===== config.mk =====
export PLATFORM = sky130hd
export DESIGN_NAME = paf_alu
export DESIGN_NICKNAME = d
export VERILOG_FILES = /design/src/rtl/paf_pkg.sv /design/src/rtl/paf_alu.sv
export SDC_FILE = /design/constraint.sdc
export NUM_CORES = 1
export LEC_CHECK = 0
export ABC_AREA = 0
export BUFFER_PORTS_ARGS = -buffer_cell sky130_fd_sc_hd__buf_4
export CAP_MARGIN = 5
export CORE_AREA = 2 2 120 122
export DETAILED_ROUTE_END_ITERATION = 8
export DIE_AREA = 0 0 122 124
export PLACE_DENSITY = 0.52
export SETUP_SLACK_MARGIN = 0.15
export SYNTH_ARGS = -nofsm -noshare
export SYNTH_HDL_FRONTEND = slang
export SYNTH_SLANG_ARGS = --single-unit

===== constraint.sdc =====
create_clock -name vclk -period 7.4
set_clock_uncertainty 0.2 [all_clocks]
set_input_delay 0.37 -clock vclk [all_inputs]
set_output_delay 0.37 -clock vclk [all_outputs]
set_load 0.02 [all_outputs]

===== src/rtl/paf_pkg.sv =====
// Shared types and constants of the page arena allocator.
`timescale 1ns / 1ps
`default_nettype none
package paf_pkg;

  localparam int ADDR_W = 48;
  localparam int SIZE_W = 40;
  localparam int STAT_W = 3;
  localparam int TOTAL_W = 9;
  localparam int CFG_IDX_W = 2;
  localparam int SHIFT_W = 5;
  localparam int PAGES_W = 9;

  localparam logic [SHIFT_W-1:0] PG_SHIFT_MIN = 5'd12;
  localparam logic [SHIFT_W-1:0] PG_SHIFT_MAX = 5'd24;

  typedef enum logic [1:0] {
    OP_ALLOC    = 2'd0,
    OP_ALLOC_AT = 2'd1,
    OP_FREE     = 2'd2,
    OP_CLEAR    = 2'd3
  } opcode_t;

  typedef enum logic [STAT_W-1:0] {
    ST_OK         = 3'd0,
    ST_ZERO_SIZE  = 3'd1,
    ST_OVER_FREE  = 3'd2,
    ST_NO_FIT     = 3'd3,
    ST_OUTSIDE    = 3'd4,
    ST_NOT_ALLOC  = 3'd5
  } status_t;

  localparam logic [CFG_IDX_W-1:0] CFG_BASE  = 2'd0;
  localparam logic [CFG_IDX_W-1:0] CFG_PAGES = 2'd1;
  localparam logic [CFG_IDX_W-1:0] CFG_SHIFT = 2'd2;

  typedef struct packed {
    logic [ADDR_W-1:0] a;
    logic [ADDR_W-1:0] b;
    logic              sub;
  } alu_req_t;

  typedef struct packed {
    logic [ADDR_W-1:0] res;
    logic              carry;
  } alu_rsp_t;

endpackage
`default_nettype wire


===== src/rtl/paf_alu.sv =====
// Shared 48-bit add/subtract unit; carry out is the borrow on subtract.
`timescale 1ns / 1ps
`default_nettype none
module paf_alu import paf_pkg::*; (
  input  wire alu_req_t req,
  output alu_rsp_t      rsp
);

  logic [ADDR_W:0] sum;

  always_comb begin
    if (req.sub) begin
      sum = {1'b0, req.a} - {1'b0, req.b};
    end else begin
      sum = {1'b0, req.a} + {1'b0, req.b};
    end
    rsp.res   = sum[ADDR_W-1:0];
    rsp.carry = sum[ADDR_W];
  end

endmodule
`default_nettype wire


# [After elaboration in Yosys (flattened, before gate mapping)]
# Index checks and enable logic that the tools add are counted.
[op_classes] add_sub_neg=2 n_mux=1
[ops] operator="$add A48 B48 Y49" n=1
[ops] operator="$mux W49" n=1
[ops] operator="$sub A48 B48 Y49" n=1
[word_totals] wordCells=3 output_inout_bits=49 regBits=0 inputBits=97

# [Logic depth before layout (Yosys ltp)]
[depth] word_depth=2 depth_mapped=20 ltp_nobuf=18

# [Least setup slack after synthesis]
# OpenSTA, ideal clock, no wires.
[synth_path] path_kind="input to output" from="input port req[11] (netlist bit)" to="output port rsp[40] (netlist bit)" path_stages=15 slack_ps=2479 path_buffers=0 arrival_ps=4351 path_cell_list="or4_4 or3_4 nor3_2 and2_2 nor2_1 xnor2_1 ha_1 a21o_1 o21bai_1 a21o_1 a21o_1 o21ai_1 a211oi_2 o211a_1 a2111oi_1"
[synth_lines] element="start: declaration" line_no="paf_alu.sv:5" source="input wire alu_req_t req,"
[synth_lines] element="end: declaration" line_no="paf_alu.sv:6" source="output alu_rsp_t rsp"

==> impl_metrics.py <==
metrics = {
    "sta": {
        "maxSlewViolCount": 0,
        "max_slew.worst_pin.slew_ns": 0.824,
        "fin_crit_sh_pct": 74.5,
        "tns_ns": 0,
        "rsz0062_at_grt": "no",
        "fin_crit_ns": 5.51,
        "final_hold_viol_count": 0,
        "setup_violations": 0,
        "relSlewSlack_pct": 43.7,
        "fmax_ghz": 0.181,
    },
    "global_route": {
        "grt_pass1_wl_um": 22500,
        "grt_use_total_pct": 18.5,
        "grt_overflow": 0,
        "grt_max_degree": 49,
        "grt_pass1_vias": 4586,
        "antenna_found_initial": 0,
    },
    "die": {
        "start_util_pct": 29.5,
        "die_area_um2": 15100,
        "ios": 146,
        "die_y_um": 124,
        "rows": 43,
        "die_width_um": 122,
        "core-area_um2": 13700,
    },
    "worst_setup_path": {
        "crit_buf_inv": 2,
        "cp_num_cells": 18,
        "worstSetupPathType": "primary input to output port",
        "crit_fanout": 9,
        "arrival_ns": 4.94,
        "worst_path_largest_cell_delay_ns": 0.53,
        "endpoint_kind": "output port",
        "path_delay_family": "simple AND/OR/NAND/NOR gates",
        "cp-start-kind": "primary input",
        "critical_path_required_ns": 6.83,
        "critical_path.endpoint": "rsp[47]",
        "path_cells": "buf_4 -> or4_4 -> or3_4 -> nor3_2 -> and2_2 -> nand3_2 -> nor2_4 -> a21oi_1 -> xnor2_1 -> ha_1 -> and2_1 -> and3_1 -> and3_1 -> nand2_1 -> or3_1 -> nand4_1 -> or3b_1 -> buf_4",
        "slowest_stage": "or4_4",
        "startpoint": "req[11]",
    },
    "cells_and_area": {
        "seq_cell_count": 0,
        "area_delta_synth_final_pct": 30.0,
        "final_common_cell": "buf_4",
        "drive_gt1_share_pct": 23.2,
        "final_nets": 881,
        "antenna_cells": 0,
        "fin_area_um2": 5260,
        "layout_common_cells": "buf_4 (146), a21oi_1 (82), nor2_1 (69), xnor2_1 (69), ha_1 (49)",
        "ff_latch_area_um2": 0,
        "clock_buffers": 0,
    },
    "placed_design": {
        "place.gp.congestion": 0.963,
        "hpwl_um": 13200,
        "io_buffers": 146,
        "place_area_um2": 5260,
    },
    "synth": {
        "netlist_area_um2": 4050,
        "yosysUniqueCellTypes": 66,
        "synth_area_per_cell_um2": 6.59,
        "syn_inst": 614,
        "synth_seq_area_share_pct": 0,
        "yosys_warnings": 0,
        "synth_fp_nets": 761,
    },
    "routing": {
        "vias": 4927,
        "wl_um": 15100,
        "ant_nets": 0,
        "post_drt_wl_per_cell_um": 16.6,
        "vias_per_cell": 5.40,
        "drc_errors": 0,
        "drtPass1Iterations": 5,
        "drt-initial-drc-count": 346,
    },
    "power_and_ir_drop": {
        "p_per_area_nw_per_um2": 148,
        "p_leak_uw": 0.00233,
        "ir_worst_vdd_mv": 0.0730,
        "power_uw": 779,
    },
    "min_path": {
        "hp-class": "primary input to output port",
    },
    "clocking": {
        "cts_resized": 0,
        "hold_buffers": 0,
        "cts_setup_buffers": 0,
    },
    "job": {
        "drv_cap": 0,
    },
    "run_status": {
        "status": "finished, final reports clean",
    },
}
## routing by layer
metal	GRT usage, %	wire length [um]	vias up
met1	26.0	6960	2249
met2	31.6	7090	171
li1	-	-	2493
met3	1.37	839	14
met4	2.37	217	0
met5	0	0	-
## metrics by stage
step	cells	setup slack, ns	utilization, %	hold slack (ns)
2_1_floorplan	614	2.48	-	0.731
3_3_place_gp	912	1.91	38.3	0.933
3_5_place_dp	912	1.93	38.3	0.948
4_1_cts	912	1.91	38.3	0.952
5_1_grt	912	1.65	38.3	0.964
6_report	912	1.89	38.3	0.943
## worst min-delay path: cells and delay by family
| family | cells | cell delay [ns] |
|---|---|---|
| buffers and inverters | 3 | 0.27 |
| adder cells (fa/ha/maj) | 1 | 0.12 |
## layout make-up
| class | instances | area, um2 |
|---|---|---|
| Inverter | 22 | 82.6 |
| Timing Repair Buffer | 146 | 1100 |
| Tap cell | 180 | 225 |
| Multi-Input combinational cell | 564 | 3850 |
| Fill cell | 1509 | 8460 |
## cells in the mapped netlist, types with 4 or more instances
cell	instances	area share, %
and2_1	4	0.62
ha_1	49	15
nand2b_1	4	0.62
nand4_1	15	2.3
a21o_1	21	3.9
nor4_1	8	1.2
inv_1	22	2.0
and3_1	7	1.1
a31oi_1	18	2.8
nand3_1	12	1.5
nor2_1	69	6.4
o21ai_0	30	3.7
nor3_1	24	3.0
xnor2_1	69	15
clkbuf_1	22	2.0
o21a_1	4	0.74
o21bai_1	12	2.2
nor2b_1	4	0.62
nand2_1	46	4.3
xor2_1	18	3.9
a21oi_1	82	10
## how the worst min path moves through the flow
stage / startpoint / endpoint / slack [ns] / depth (start not counted)
6_report: req[1] / rsp[1] / 0.94 / 4
3_3_place_gp: req[1] / rsp[1] / 0.93 / 4
5_1_grt: req[1] / rsp[1] / 0.96 / 4
2_1_floorplan: req[1] / rsp[1] / 0.73 / 2
3_5_place_dp: req[50] / rsp[2] / 0.95 / 3
4_1_cts: req[1] / rsp[1] / 0.95 / 4
## cells by family after synthesis
logic type,count (synthesis),synth area share [%]
simple gates,220,27.8
compound gates,205,32.5
xor+xnor,87,18.8
fa+ha+maj,50,15.7
buf+inv,50,4.73
mux,2,0.495
## report_power, final
part / internal, uW / switching, uW / leakage (uW)
clock network: 0 / 0 / 0
registers: 0 / 0 / 0
logic: 328 / 451 / 0.00233
total: 328 / 451 / 0.00233
Power figures use the tool's default switching activity.
