`config.mk`:
```
export PLATFORM = sky130hd
export DESIGN_NAME = paf_ram
export DESIGN_NICKNAME = d
export VERILOG_FILES = /design/src/rtl/paf_ram.sv
export SDC_FILE = /design/constraint.sdc
export NUM_CORES = 2
export LEC_CHECK = 0
export BUFFER_PORTS_ARGS = -buffer_cell sky130_fd_sc_hd__buf_2
export CELL_PAD_IN_SITES_DETAIL_PLACEMENT = 0
export CELL_PAD_IN_SITES_GLOBAL_PLACEMENT = 1
export CORE_UTILIZATION = 35
export DETAILED_ROUTE_END_ITERATION = 8
export GPL_ROUTABILITY_DRIVEN = 0
export GPL_TIMING_DRIVEN = 0
export HOLD_SLACK_MARGIN = 0.05
export PLACE_DENSITY = 0.51
export SLEW_MARGIN = 20
export SYNTH_ARGS = -nofsm -noshare
export SYNTH_HDL_FRONTEND = slang
export SYNTH_SLANG_ARGS = --single-unit
```
`constraint.sdc`:
```
create_clock -name clk -period 2.8 [get_ports clk]
set_input_delay 0.28 -clock clk [delete_from_list [all_inputs] [get_ports clk]]
set_output_delay 0.28 -clock clk [all_outputs]
set_load 0.05 [all_outputs]
```
`src/rtl/paf_ram.sv`:
```
// Generic single-write, single-read RAM with registered read data.
`timescale 1ns / 1ps
`default_nettype none
module paf_ram #(
  parameter int W = 8,
  parameter int D = 256
) (
  input  wire logic                 clk,
  input  wire logic                 we,
  input  wire logic [$clog2(D)-1:0] waddr,
  input  wire logic [W-1:0]         wdata,
  input  wire logic [$clog2(D)-1:0] raddr,
  output logic      [W-1:0]         rdata
);

  logic [W-1:0] mem [D];

  always_ff @(posedge clk) begin
    if (we) begin
      mem[waddr] <= wdata;
    end
    rdata <= mem[raddr];
  end

endmodule
`default_nettype wire

```
### After elaboration in Yosys (flattened, before gate mapping)

Memory sizes are Yosys's and may differ from the RTL's. A register that Yosys moved wholly into a read port is not among the register bits.
Index checks and enable logic that the tools add are counted.

* register bits after elaboration: 0
* latch bits: 0
* bits in writable memories: 2048
* ROM bits: 0
* input bits: 26
* output and inout bits: 8
* word-level logic and storage cells: 3
* memories kept: 1

* add/subtract/negate cells: 0
* $mul: 0
* div/mod/pow operators: 0
* magnitude comparators: 0
* equal/unequal tests: 0
* shift operators: 0
* mux-type cells: 2
* bitwise operators: 0
* reduce and logical (&&, ||, !) cells: 0

Memory list
* mem: words 256, bits a word 8, read ports 1, clocked after Yosys merged registers in 1, write ports 1, line 16 `logic [W-1:0] mem [D];`

Operators with widths (number)
* 2-to-1 mux 1 bit: 2

### Logic depth before layout (Yosys ltp)

* depth after elaboration: 2
* gate-level depth with buffers: 11
* mapped depth without buffers: 6

### Worst setup path before layout

Ideal clock, no wire load.

* kind: input port to flip-flop
* start point: in raddr[0]
* end point: reg rdata[2] (read register of mem)
* arrival: 2087 ps
* setup slack: 582 ps
* cell stages on the path: 9
* path through: buf_6 -> buf_12 -> buf_8 -> buf_2 -> mux4_2 -> a22oi_1 -> a21oi_1 -> nor4_1 -> nor4_2

RTL lines
* from (decl): line 12 `input wire logic [$clog2(D)-1:0] raddr,`
* to (decl): line 13 `output logic [W-1:0] rdata`

==> metrics.cfg <==
[timing]
fin_skew_ps = 41.7
tightestPinTransition_ps = 1150
fin_crit_ps = 2940
fmax_mhz = 341
setup_tns_ps = -4520
setup_ws_ps = -137
drv_slew = 0
fin_crit_sh_pct = 105
slew_headroom_pct = 23.1
hold_viol = 0
final-setup-viol-count = 101
rsz0062_at_grt = true

[cells_and_area]
final_nets = 4069
fin_area_sq_mm = 0.0925
area_growth_pct = 16.3
layout.cells.non_filler = 7223
drive_above_1_share_pct = 26.3

[logic_synthesis]
ys_seq_area_share_pct = 77.5
synth_warnings = 0
syn_area_sq_mm = 0.0796
ys_ff_latch = 2056
synthFlopType = edfxtp_1
synth_nets = 3759
syn_inst = 3733
syn_area_per_cell_sq_um = 21.3
synth-async-reset-ratio_pct = 0
synth_edf_count = 2048
synth.distinct_cells = 55

[route]
drc = 0
drt-total-wl_um = 272000
via_count = 40800
drt_iter0_markers = 4790
wl_per_cell_um = 37.6
via_per_inst = 5.64
ant_nets = 0
first_pass_iters = 5

[global_routing]
grt_use_total_pct = 23.6
grt_overflow = 0
grt_max_degree = 117
grt_first_pass_wirelength_um = 364000
antenna_found_initial = 25
grt_pass1_vias = 41200

[die]
start_util_pct = 35.3
dieWidth_um = 479
die_h_um = 479
rows = 174
core_area_sq_mm = 0.225
dieArea_sq_mm = 0.229
io_pins = 34

[setup_path]
critPathRequiredTime_ps = 3520
r2r-end = rdata[3]$_DFF_P_
reg2reg_depth = 7
start_kind = input pin
criticalPathCategory = in -> reg
path_max_fanout = 10
rrSetupSlack_ps = 30
r2r_start = mem[82][3]$_DFFE_PP_
cp-end-kind = flip-flop
worstPathArrival_ps = 3650

[clock_tree]
clock_latency_ps = 860
cts.sinks = 2056
cts_root_buffer = clkbuf_16
h-tree-depth = 4
cts_buffer_depth = 3
cts_tree = built
clk_pin_slew_worst_paths_ps = 60
numCtsBuffers = 218

[run_status]
failed_checks = setup timing
status = finished, violations left

[placement]
placed_area_sq_mm = 0.0847
dp_hpwl_um = 185000
port_buffers = 26
dp_cells = 6798

[worst_hold_path]
min_from = waddr[2]
whs_endpoint = mem[174][5]$_DFFE_PP_
hold_class = in -> reg
min_path_cells = 3

[power]
vdd_drop_max_mv = 0.651
leakage_nw = 28.5
power.density_mw_per_mm2 = 721

[flow_run]
maxCapViolations = 0

cells in the mapped netlist (3+ instances only):
| library cell | n | area share [%] |
|---|---|---|
| buf_12 | 8 | 0.20 |
| a211oi_1 | 16 | 0.15 |
| a22oi_1 | 133 | 1.3 |
| edfxtp_1 | 2048 | 77 |
| o211ai_1 | 10 | 0.094 |
| nand4_1 | 10 | 0.079 |
| and2_1 | 6 | 0.047 |
| nand3_1 | 34 | 0.21 |
| buf_8 | 13 | 0.25 |
| or2_2 | 4 | 0.031 |
| o22ai_1 | 28 | 0.22 |
| nor4_2 | 3 | 0.047 |
| buf_2 | 31 | 0.20 |
| o32ai_1 | 4 | 0.044 |
| nor4_1 | 24 | 0.19 |
| o21ai_0 | 10 | 0.063 |
| o221ai_1 | 46 | 0.51 |
| mux2i_1 | 134 | 1.7 |
| nand2b_1 | 8 | 0.063 |
| o22a_1 | 5 | 0.055 |
| a221oi_1 | 13 | 0.14 |
| nor3_1 | 22 | 0.14 |
| a22o_1 | 8 | 0.088 |
| nand2_1 | 33 | 0.16 |
| mux4_2 | 454 | 13 |
| buf_4 | 27 | 0.25 |
| nor2b_1 | 31 | 0.24 |
| nor2_1 | 282 | 1.3 |
| a21oi_1 | 96 | 0.60 |
| buf_1 | 22 | 0.10 |
| clkbuf_1 | 111 | 0.52 |
| dfxtp_1 | 8 | 0.20 |
| buf_6 | 21 | 0.30 |
flip-flops by register name, summed over array words and instances, names as in the netlist:
signal and cells:
rdata 8, mem 2048
worst max path at each step:
| stage | cells past startpoint | slack (ps) | startpoint | to |
|---|---|---|---|---|
| after floorplan | 9 | 580 | raddr[0] | rdata[2]$_DFF_P_ |
| final | 9 | -140 | raddr[4] | rdata[4]$_DFF_P_ |
| after global routing | 5 | -10 | waddr[4] | mem[88][7]$_DFFE_PP_ |
| after CTS | 9 | 1 | raddr[1] | rdata[7]$_DFF_P_ |
| after global placement | 9 | -3420 | raddr[2] | rdata[4]$_DFF_P_ |
| after detailed placement | 10 | -2360 | raddr[2] | rdata[5]$_DFF_P_ |
layout make-up:
cell class              instances  area (sq um)
fillers                     19900        133000
clock buffers                 283          5890
flip-flops and latches       2056         61700
well taps                    2992          3740
clock inverters               111          1080
plain buffers                 231          1610
multi-input cells            1442         17000
diodes                         14          35.0
repair buffers                 92          1460
inverters                       2          8.76
through the flow:
step | setup WS, ps | power, mW | utilization, % | hold slack [ps]
detailed placement | -2360 | 38.6 | 37.6 | 726
floorplan | 582 | 36.3 | - | 379
finish | -137 | 66.7 | 41.1 | 305
global placement | -3420 | 38.5 | 37.0 | 749
global route | -14.5 | 68.2 | 41.0 | 317
CTS | 1.03 | 67.1 | 41.0 | 338
what timing repair did:
| action | in CTS | in global routing |
|---|---|---|
| endpoints found under the setup margin | 55 | 139 |
| buffers inserted | 2 | 8 |
| hold endpoints to repair | 525 | 0 |
| hold buffers | 8 | 0 |
| pin swaps | 2 | 2 |
| gates resized for setup | 125 | 27 |
critical path, cell delays in order:
cell and delay [ps]:
buf_2 130, buf_4 230, clkbuf_2 440, clkbuf_2 450, clkbuf_2 370, buf_16 250, a2111oi_2 680, nor3_2 240
nor4_4 520
power by group:
group / internal, mW / switching (mW) / leakage, nW / total (mW)
combinational: 1.24 / 2.86 / 6.59 / 4.10
clock: 16.4 / 12.2 / 3.40 / 28.6
sequential: 33.9 / 0.0185 / 18.5 / 34.0
total: 51.6 / 15.1 / 28.5 / 66.7
placed cells by master, fill, tap and decap left out, drive strengths merged, types with 4 or more instances in the layout:
| master | count |
|---|---|
| a22o | 8 |
| dfxtp | 8 |
| nor4 | 27 |
| nor2 | 282 |
| o22ai | 28 |
| a221oi | 14 |
| clkinv | 86 |
| edfxtp | 2048 |
| or2 | 4 |
| a21oi | 96 |
| mux4 | 456 |
| nor2b | 31 |
| bufinv | 18 |
| diode | 14 |
| dlygate4sd3 | 8 |
| mux2i | 134 |
| a211oi | 16 |
| and2 | 6 |
| nor3 | 22 |
| o32ai | 5 |
| o21ai | 12 |
| o221ai | 47 |
| o22a | 5 |
| nand2b | 8 |
| inv | 7 |
| nand2 | 33 |
| a22oi | 133 |
| nand4 | 10 |
| clkbuf | 397 |
| buf | 200 |
| nand3 | 34 |
| a2111oi | 5 |
| o211ai | 10 |
logic make-up after synthesis:
| group | count (synthesis) | share of synthesized area [%] |
|---|---|---|
| DFF | 2056 | 77.5 |
| and+or+nand+nor | 466 | 2.63 |
| muxes | 591 | 14.6 |
| buffers and inverters | 235 | 1.83 |
| AOI/OAI and AO/OA | 385 | 3.42 |
per-layer routing:
metal	wire length, um	share of wire [%]	global-route usage [%]	vias up
met5	0	0	0	-
met4	8980	3.3	7.19	0
met3	20400	7.5	4.91	397
met2	129000	47	37.7	1641
met1	114000	42	32.4	22300
li1	-	-	-	16400
No activity file was read; power rests on OpenSTA's default activity.
